===== src/hw/rtl/vwps_pkg.sv =====
// Shared types, constants and palette table for the word-to-pixel scanout block.
`default_nettype none
package vwps_pkg;

    localparam int WORDS_PER_LINE = 32;
    localparam int CFG_AW         = 4;

    localparam logic OP_WRITE  = 1'b0;
    localparam logic OP_RENDER = 1'b1;

    localparam logic [7:0] SCROLL_WRAP   = 8'o330;
    localparam logic [7:0] SCROLL_OFFSET = 8'o50;

    localparam logic [23:0] COLOUR_WHITE = 24'hFFFFFF;
    localparam logic [23:0] COLOUR_BLACK = 24'h000000;

    typedef struct packed {
        logic        opcode;
        logic [12:0] word_address;
        logic [15:0] write_data;
        logic [7:0]  line;
        logic [4:0]  column;
    } t_in_item;

    typedef struct packed {
        logic [23:0] pixel_color;
        logic [8:0]  pixel_x;
        logic [7:0]  pixel_y;
        logic        last_pixel;
    } t_out_item;

    typedef struct packed {
        logic       mono;
        logic       ext;
        logic [3:0] pal_sel;
    } t_pix_cfg;

    // bank 0 doubles as the fixed palette
    localparam logic [23:0] BANK_PAL [16][4] = '{
        '{24'h000000, 24'h0000FF, 24'h00FF00, 24'hFF0000},
        '{24'h000000, 24'hFFFF00, 24'hFF00FF, 24'hFF0000},
        '{24'h000000, 24'h00FFFF, 24'h0000FF, 24'hFF00FF},
        '{24'h000000, 24'h00FF00, 24'h00FFFF, 24'hFFFF00},
        '{24'h000000, 24'hFF00FF, 24'h00FFFF, 24'hFFFFFF},
        '{24'h000000, 24'hFFFFFF, 24'hFFFFFF, 24'hFFFFFF},
        '{24'h000000, 24'h7F0000, 24'h7F0000, 24'hFF0000},
        '{24'h000000, 24'h00FF7F, 24'h00FF7F, 24'hFFFF00},
        '{24'h000000, 24'hFF00FF, 24'h7F00FF, 24'h7F007F},
        '{24'h000000, 24'h00FF7F, 24'h7F00FF, 24'h7F0000},
        '{24'h000000, 24'h00FF7F, 24'h7F007F, 24'h7F0000},
        '{24'h000000, 24'h00FFFF, 24'hFFFF00, 24'hFF0000},
        '{24'h000000, 24'hFF0000, 24'h00FF00, 24'h00FFFF},
        '{24'h000000, 24'h00FFFF, 24'hFFFF00, 24'hFFFFFF},
        '{24'h000000, 24'hFFFF00, 24'h00FF00, 24'hFFFFFF},
        '{24'h000000, 24'h00FFFF, 24'h00FF00, 24'hFFFFFF}
    };

    function automatic logic [23:0] f_palette(logic ext, logic [3:0] sel, logic [1:0] idx);
        logic [3:0] bank;
        bank = ext ? sel : 4'd0;
        return BANK_PAL[bank][idx];
    endfunction

endpackage
`default_nettype wire


===== src/hw/rtl/vwps_pixel.sv =====
// Pixel serialiser: steps through one word, one pixel per cycle, with colour lookup.
`default_nettype none
module vwps_pixel (
    input  wire logic                i_clk,
    input  wire logic                i_rst_n,
    input  wire logic                i_load,
    input  wire logic [15:0]         i_word,
    input  wire logic [7:0]          i_line,
    input  wire logic [4:0]          i_column,
    input  wire vwps_pkg::t_pix_cfg  i_cfg,
    output logic                     o_active,
    output logic                     o_strobe,
    output vwps_pkg::t_out_item      o_result
);

    logic        r_active;
    logic        r_strobe;
    logic [3:0]  r_k;
    logic [15:0] r_word;
    logic [7:0]  r_line;
    logic [4:0]  r_column;
    vwps_pkg::t_out_item r_result;

    logic [1:0]  pair;
    logic [23:0] colour;

    always_comb begin
        pair = {r_word[{r_k[3:1], 1'b1}], r_word[{r_k[3:1], 1'b0}]};
        if (i_cfg.mono) begin
            colour = r_word[r_k] ? vwps_pkg::COLOUR_WHITE : vwps_pkg::COLOUR_BLACK;
        end else begin
            colour = vwps_pkg::f_palette(i_cfg.ext, i_cfg.pal_sel, pair);
        end
    end

    always_ff @(posedge i_clk) begin
        if (!i_rst_n) begin
            r_active <= 1'b0;
            r_strobe <= 1'b0;
            r_k      <= 4'd0;
        end else begin
            r_strobe <= r_active;
            if (i_load) begin
                r_active <= 1'b1;
                r_k      <= 4'd0;
            end else if (r_active) begin
                r_k <= r_k + 4'd1;
                if (r_k == 4'd15) begin
                    r_active <= 1'b0;
                end
            end
        end
    end

    always_ff @(posedge i_clk) begin
        if (i_load) begin
            r_word   <= i_word;
            r_line   <= i_line;
            r_column <= i_column;
        end
        if (r_active) begin
            r_result.pixel_color <= colour;
            r_result.pixel_x     <= {r_column, r_k};
            r_result.pixel_y     <= r_line;
            r_result.last_pixel  <= (r_k == 4'd15);
        end
    end

    assign o_active = r_active;
    assign o_strobe = r_strobe;
    assign o_result = r_result;

endmodule
`default_nettype wire

===== config.mk =====
export PLATFORM = sky130hd
export DESIGN_NAME = vwps_pixel
export DESIGN_NICKNAME = d
export VERILOG_FILES = /design/src/hw/rtl/vwps_pkg.sv /design/src/hw/rtl/vwps_pixel.sv
export SDC_FILE = /design/constraint.sdc
export NUM_CORES = 1
export LEC_CHECK = 0
export BUFFER_PORTS_ARGS = -buffer_cell sky130_fd_sc_hd__buf_2
export CORE_ASPECT_RATIO = 0.7
export CORE_MARGIN = 2
export CORE_UTILIZATION = 55
export CTS_CLUSTER_DIAMETER = 80
export DETAILED_ROUTE_END_ITERATION = 10
export PLACE_DENSITY = 0.85
export SYNTH_ARGS = -nofsm -noshare
export SYNTH_HDL_FRONTEND = slang
export SYNTH_SLANG_ARGS = --single-unit

===== constraint.sdc =====
create_clock -name i_clk -period 6.2 [get_ports i_clk]
set_clock_uncertainty 0.15 [all_clocks]
set_input_delay 0.31 -clock i_clk [delete_from_list [all_inputs] [get_ports i_clk]]
set_output_delay 0.31 -clock i_clk [all_outputs]
set_load 0.01 [all_outputs]

==> results of run 1 <==
==> logic make-up (layout without fill, tap and decap cells) <==
group,Yosys count,after routing,share of synthesized area
fa+ha+maj,7,7,0.0330
xor+xnor,3,3,0.00991
flops,58,58,0.634
buf+inv,35,132,0.0802
mux,9,9,0.0628
simple gates,46,46,0.0835
compound gates,34,34,0.0963
==> layer usage <==
metal | global-route usage | up-vias | wire [um]
li1 | - | 889 | -
met1 | 0.237 | 861 | 2000
met2 | 0.354 | 120 | 2820
met3 | 0.0766 | 18 | 479
met4 | 0.118 | 0 | 220
met5 | 0 | - | 0
==> power by group through the flow <==
stage | clock, mW | sequential [mW] | combinational [mW]
2_1_floorplan | 0 | 0.482 | 0.0627
3_3_place_gp | 0 | 0.476 | 0.0974
3_5_place_dp | 0 | 0.478 | 0.100
4_1_cts | 0.327 | 0.470 | 0.113
5_1_grt | 0.346 | 0.472 | 0.126
6_report | 0.323 | 0.470 | 0.116
==> cell type report <==
type / count / area (um2)
sequential: 58 / 1680
fill: 310 / 1300
multi-input combinational: 99 / 757
timing repair buffer: 109 / 683
clock buffer: 10 / 128
tap: 57 / 71.3
clock inverter: 6 / 57.6
inverter: 7 / 26.3
==> critical path, cell delays in order (launching register included) <==
cell,delay (ns)
dfxtp_1,0.49
mux4_1,0.60
mux2_4,0.36
a2111o_1,0.32
nand3_1,0.09
o311ai_1,0.11
==> synth_stat cells (3+ instances only) <==
cell type | instances | area, um2
a21oi_1 | 5 | 25.0
buf_4 | 19 | 143
clkbuf_1 | 6 | 22.5
dfxtp_1 | 6 | 120
edfxtp_1 | 52 | 1560
ha_1 | 7 | 87.6
inv_1 | 7 | 26.3
nand2_1 | 14 | 52.6
nand2b_1 | 3 | 18.8
nand3_1 | 7 | 35.0
nor2_1 | 9 | 33.8
nor2b_1 | 3 | 18.8
o211ai_1 | 3 | 22.5
o21ai_0 | 4 | 20.0
o21ai_1 | 4 | 20.0
==> worst min path at each step <==
| stage | depth (start not counted) | to | slack [ns] | from |
|---|---|---|---|---|
| floorplan | 0 | o_result[13]$_DFFE_PP_ | 0.25 | r_column[0]$_DFFE_PP_ |
| global placement | 0 | o_result[8]$_DFFE_PP_ | 0.25 | r_line[7]$_DFFE_PP_ |
| detailed placement | 0 | o_result[15]$_DFFE_PP_ | 0.25 | r_column[2]$_DFFE_PP_ |
| CTS | 1 | r_column[3]$_DFFE_PP_ | 0.001 | i_column[3] |
| global route | 1 | r_column[3]$_DFFE_PP_ | 0.003 | i_column[3] |
| finish | 1 | r_column[3]$_DFFE_PP_ | 0.02 | i_column[3] |
==> registers in the layout (all words and copies together) (netlist names) <==
| signal | cells |
|---|---|
| o_active | 1 |
| o_result | 23 |
| o_strobe | 1 |
| r_column | 5 |
| r_k | 4 |
| r_line | 8 |
| r_word | 16 |
==> cell usage in the layout (no fill, tap or decap), types with 3 or more instances in the layout <==
cell type      count
a21oi_1            5
buf_2             81
clkbuf_8           9
clkinv_2           3
dfxtp_1            6
dlygate4sd3_1     27
edfxtp_1          52
ha_1               7
inv_1              7
nand2_1           14
nand2b_1           3
nand3_1            7
nor2_1             9
nor2b_1            3
o211ai_1           3
o21ai_0            4
o21ai_1            4
==> repair_timing <==
item,in CTS,in global routing
endpoints found under the hold margin,26,1
hold buffers,26,1
endpoints found under the setup margin,0,0
==> stage by stage <==
stage	power, mW	util	area (um2)
after global placement	0.573	0.627	2950
after global routing	0.945	0.724	3400
after floorplan	0.545	-	2650
after detailed placement	0.578	0.627	2950
after CTS	0.910	0.722	3390
final	0.909	0.724	3400
==> impl_results.md, run 1 <==
* Outcome: complete, no violations
* Sequential share of the synthesized area at 0.634
* Clock Pin Slew Worst Setup and Hold Paths at 0.06 ns
* Starting density of the core at 0.564
* CTS Root Cell: clkbuf_8
* Chip height at 62.1 um
* Sequential group share of total power at 0.517
* Synth Cell Area at 0.00265 mm2
* Clock sinks at 58
* TritonCTS buffer count at 9
* Largest net degree at the start of global routing at 32
* Total core area at 0.00470 mm2
* Avg WL per Cell at 15.9 um
* Overflow after GRT at 0
* Share of layout cells above drive strength 1 at 0.367
* GP Congestion at 0.877
* R2R setup slack at 3.81 ns
* Ant. Diodes at 0
* First-pass DRT Iterations at 5
* Reg-to-Reg Start: r_k[1]$_SDFFE_PP0P_
* Hold Fails Final Rpt at 0
* Pre-CTS setup slack at 3.83 ns
* Resized cells post-CTS at 0
* Critical path fanouts, max at 13
* Syn nets at 237
* CTS H-tree lvls at 3
* Antenna viol nets, final at 0
* R2r endpoint: o_result[24]$_DFFE_PP_
* Final Slew Violations at 0
* DP Cell Count at 303
* Cells after synthesis at 192
* Period utilization at 0.386
* Critical Path Source: r_k[1]$_SDFFE_PP0P_
* Type of the most critical hold path: in -> reg
* RSZ-0062 raised after global routing: no
* P_int at 694 uW
* NumNets Final at 329
* Via density at 5.46
* P_leak at 1.41 nW
* Crit. End Element: flop
* Fin worst setup slack at 3.81 ns
* Ys Warns at 0
* Die width at 87.0 um
* Setup TNS at 0 ns
* Relative slew slack at 0.557
* Total Routing Usage GR at 0.209
* Fin crit period at 2.39 ns
* Worst vdd rail ir drop at 0.185 mV
* Final non-filler cell total at 346
* Residual DRC count at 0
* Switching Share at 0.236
* Site row count at 21
* Vias at 1888
* End point of the critical path: o_result[24]$_DFFE_PP_
* WHS at 0.0159 ns
* Vias in the first global route at 1709
* Worst-margin pin slew at 0.663 ns
* Fmax achieved at 418 MHz
* Initial antenna violation count at 0
* Count of cell types in the netlist at 48
* Maxcap violations at 0
* Count of state elements after synthesis at 58
* Die area at 0.00540 mm2
* Ys flop type: edfxtp_1
* Mean post-synth cell area at 13.8 um2
* Max clock buf depth at 2
* Ys async rst share at 0
* 1st-iter DRT viols at 142
* Routed WL at 5.52 mm
* Comb pwr share at 0.127
* Area Growth Syn to Fin at 28.4%
* Cells on worst reg2reg path at 5
* I/O Buffers at 81
* Global-route wire length before repair at 7.96 mm
* Clock latency on the worst-skew pair at 0.33 ns
* CP required at 6.10 ns
* Kind of start point of the critical path: flop
* Number of synthesized flops with an enable pin at 52
* CTS tree: built
* Arrival @ worst endpoint at 2.29 ns
* Setup Buffers After CTS at 0
* WS Path Type: reg -> reg
* Switching power at 214 uW
* Boundary pin count at 82
* Power density cells at 267 mW/mm2
* Final Setup Violations at 0
* Clk network pwr share at 0.356
* Dpl hpwl at 3.40 mm
No activity file was read; power rests on OpenSTA's default activity.
==> run 2: changes to the inputs <==
--- a/config.mk
+++ b/config.mk
@@ -8,10 +8,10 @@
 export BUFFER_PORTS_ARGS = -buffer_cell sky130_fd_sc_hd__buf_2
 export CORE_ASPECT_RATIO = 0.7
 export CORE_MARGIN = 2
-export CORE_UTILIZATION = 55
+export CORE_UTILIZATION = 46
 export CTS_CLUSTER_DIAMETER = 80
 export DETAILED_ROUTE_END_ITERATION = 10
-export PLACE_DENSITY = 0.85
+export PLACE_DENSITY = 0.76
 export SYNTH_ARGS = -nofsm -noshare
 export SYNTH_HDL_FRONTEND = slang
 export SYNTH_SLANG_ARGS = --single-unit
==> constraint.sdc (replaced) <==
create_clock -name i_clk -period 2.05 [get_ports i_clk]
set_clock_uncertainty 0.15 [all_clocks]
set_input_delay 0.1025 -clock i_clk [delete_from_list [all_inputs] [get_ports i_clk]]
set_output_delay 0.1025 -clock i_clk [all_outputs]
set_load 0.01 [all_outputs]
==> run 2 against run 1 <==
The run now ends with setup timing left. Routed wire length fell by 4.8%. Hold slack improved by 0.031 ns. Via count increased by 0.11%. First-iteration DRC count up 52%. Sequential share of layout area is 2.3 points lower. Final area up 5.2%. Largest power group unchanged.
==> impl_results.md, run 2 (synthesis results as in run 1) <==
* Commonest non-fill, non-tap cell in the layout: buf_2 (unchanged)
* I/O Buffers at 81 (unchanged)
* CTS H-tree lvls at 3 (unchanged)
* Die area at 0.00640 mm2 (was 0.00540 mm2)
* Max clock buf depth at 2 (unchanged)
* Type of the most critical hold path: in -> reg (unchanged)
* Clock Pin Slew Worst Setup and Hold Paths at 0.06 ns (about the same)
* Maxcap violations at 0 (unchanged)
* Avg WL per Cell at 13.9 um (was 15.9 um)
* Overflow after GRT at 0 (unchanged)
* Critical path fanouts, max at 7 (was 13)
* First-pass DRT Iterations at 4 (was 5)
* WHS at 0.0467 ns (was 0.0159 ns)
* GP Congestion at 0.873 (was 0.877)
* Final Setup Violations at 4 (was 0)
* Reg-to-Reg Start: r_k[1]$_SDFFE_PP0P_ (unchanged)
* R2R setup slack at -0.08 ns (was 3.81 ns)
* TritonCTS buffer count at 9 (unchanged)
* Relative slew slack at 0.579 (was 0.557)
* Post-placement cell area at 0.00304 mm2 (was 0.00295 mm2)
* Residual DRC count at 0 (unchanged)
* Failing checks: setup timing
* Final Slew Violations at 0 (unchanged)
* Ant. Diodes at 0 (unchanged)
* Routed WL at 5.25 mm (was 5.52 mm)
* Switching Share at 0.222 (was 0.236)
* Via density at 5.01 (was 5.46)
* Crit. End Element: flop (unchanged)
* Fmax achieved at 470 MHz (was 418 MHz)
* Site row count at 23 (was 21)
* Clock sinks at 58 (unchanged)
* Comb pwr share at 0.129 (was 0.127)
* Period utilization at 1.04 (was 0.386)
* Starting density of the core at 0.470 (was 0.564)
* Share of layout cells above drive strength 1 at 0.404 (was 0.367)
* NumNets Final at 342 (was 329)
* Hold Fails Final Rpt at 0 (unchanged)
* Total Routing Usage GR at 0.176 (was 0.209)
* Critical Path Source: r_k[1]$_SDFFE_PP0P_ (unchanged)
* Initial antenna violation count at 0 (unchanged)
* Global-route wire length before repair at 8.04 mm (was 7.96 mm)
* Clk network pwr share at 0.379 (was 0.356)
* Die width at 94.7 um (was 87.0 um)
* Vias in the first global route at 1670 (was 1709)
* Commonest non-fill, non-tap cells in the layout: buf_2 (81), edfxtp_1 (52), dlygate4sd3_1 (30) (was buf_2 (81), edfxtp_1 (52), dlygate4sd3_1 (27))
* Vias at 1890 (was 1888)
* Worst vdd rail ir drop at 0.530 mV (was 0.185 mV)
* Met3 wire len at 485 um (was 479 um)
* Worst-margin pin slew at 0.626 ns (was 0.663 ns)
* Outcome: finished with violations (was complete, no violations)
* Boundary pin count at 82 (unchanged)
* Chip height at 67.5 um (was 62.1 um)
* RSZ-0062 raised after global routing: yes (was no)
* Area Growth Syn to Fin at 35.1% (was 28.4%)
* Metal-1 WL at 2.25 mm (was 2.00 mm)
* Top Metal Used: met4 (unchanged)
* Worst hold start: i_load (was i_column[3])
* Overall power at 2.88 mW (was 909 uW)
* CP required at 1.96 ns (was 6.10 ns)
* Power density cells at 804 mW/mm2 (was 267 mW/mm2)
* R2r endpoint: o_result[24]$_DFFE_PP_ (unchanged)
* Total core area at 0.00564 mm2 (was 0.00470 mm2)
* Kind of start point of the critical path: flop (unchanged)
* CTS tree: built (unchanged)
* Post-route cell area at 0.00358 mm2 (was 0.00340 mm2)
* End point of the critical path: o_result[24]$_DFFE_PP_ (unchanged)
* Cells on worst reg2reg path at 5 (unchanged)
* CP max stage cell: mux4_2 (was mux4_1)
* Metal2 WL at 2.48 mm (was 2.82 mm)
* CTS Root Cell: clkbuf_8 (unchanged)
* Worst-path cell chain: mux4_2, mux2_4, a2111o_1, nand3_2, o311ai_2 (was mux4_1, mux2_4, a2111o_1, nand3_1, o311ai_1)
* 1st-iter DRT viols at 216 (was 142)
* Sequential group share of total power at 0.492 (was 0.517)
* Max FFs per register at 23 (unchanged)
* Arrival @ worst endpoint at 2.04 ns (was 2.29 ns)
* P_leak at 1.47 nW (was 1.41 nW)
* Dpl hpwl at 3.54 mm (was 3.40 mm)
* Switching power at 640 uW (was 214 uW)
* Crit path largest cell delay at 0.52 ns (was 0.60 ns)
* Fin crit period at 2.13 ns (was 2.39 ns)
* Clock latency on the worst-skew pair at 0.32 ns (was 0.33 ns)
* Largest net degree at the start of global routing at 26 (was 32)
* Fin worst setup slack at -0.0793 ns (was 3.81 ns)
* Final non-filler cell total at 377 (was 346)
* P_int at 2.24 mW (was 694 uW)
* DP Cell Count at 330 (was 303)
* WS Path Type: reg -> reg (unchanged)
* Antenna viol nets, final at 0 (unchanged)
-- run 2: cell count changes in the layout (fill, tap and decap cells not counted), moves of 2 or more --
cell / change
buf_4: +9
dlygate4sd3_1: +3
dfxtp_1: -2
mux4_1: -2
mux4_2: +2
-- run 2: worst max-delay path, delay by kind of cell (launching register included) --
family | cells | cell delay, ns
compound gates | 2 | 0.40
flops | 1 | 0.36
simple gates | 1 | 0.09
mux | 2 | 0.85
-- run 2: worst min-delay path by stage --
stage,slack (ns),endpoint,cells after the start
after detailed placement,0.13,r_word[8]$_DFFE_PP_,1
final,0.05,r_word[5]$_DFFE_PP_,1
after global routing,0.04,r_word[5]$_DFFE_PP_,1
after global placement,0.13,r_word[5]$_DFFE_PP_,1
after floorplan,0.05,r_column[0]$_DFFE_PP_,0
after CTS,0.03,r_word[12]$_DFFE_PP_,1
-- run 2: power by group through the flow --
stage / registers (mW) / clock network (mW) / logic, mW
floorplan: 1.46 / 0 / 0.190
global placement: 1.44 / 0 / 0.310
detailed placement: 1.44 / 0 / 0.314
CTS: 1.42 / 1.12 / 0.357
global route: 1.42 / 1.19 / 0.407
finish: 1.42 / 1.09 / 0.370
-- run 2: stage by stage --
step	setup slack, ns	setup TNS (ns)	util
after floorplan	-0.00822	-0.00822	-
after global placement	-0.0199	-0.0199	0.538
after detailed placement	-0.0560	-0.194	0.538
after CTS	-0.0491	-0.0932	0.629
after global routing	-0.118	-0.430	0.635
final	-0.0793	-0.112	0.635
-- run 2: layout make-up --
class	count	area (um2)
fillers	434	2060
flip-flops and latches	58	1690
multi-input cells	100	786
repair buffers	121	781
clock buffers	10	128
well taps	75	93.8
clock inverters	6	81.3
inverters	7	26.3
-- run 2: repair_timing --
item                                    in CTS  in global routing
cloned                                       0                  1
resized for setup                            1                  3
hold buffers                                30                  0
pin swaps                                    0                  2
endpoints found under the hold margin       34                  0
endpoints found under the setup margin       5                  5
buffers inserted                             0                  0
-- run 2: routing by layer --
| metal | vias to the layer above | GRT usage |
|---|---|---|
| li1 | 911 | - |
| met3 | 4 | 0.0703 |
| met4 | 0 | 0.0888 |
| met1 | 874 | 0.224 |
| met2 | 101 | 0.263 |
| met5 | - | 0 |
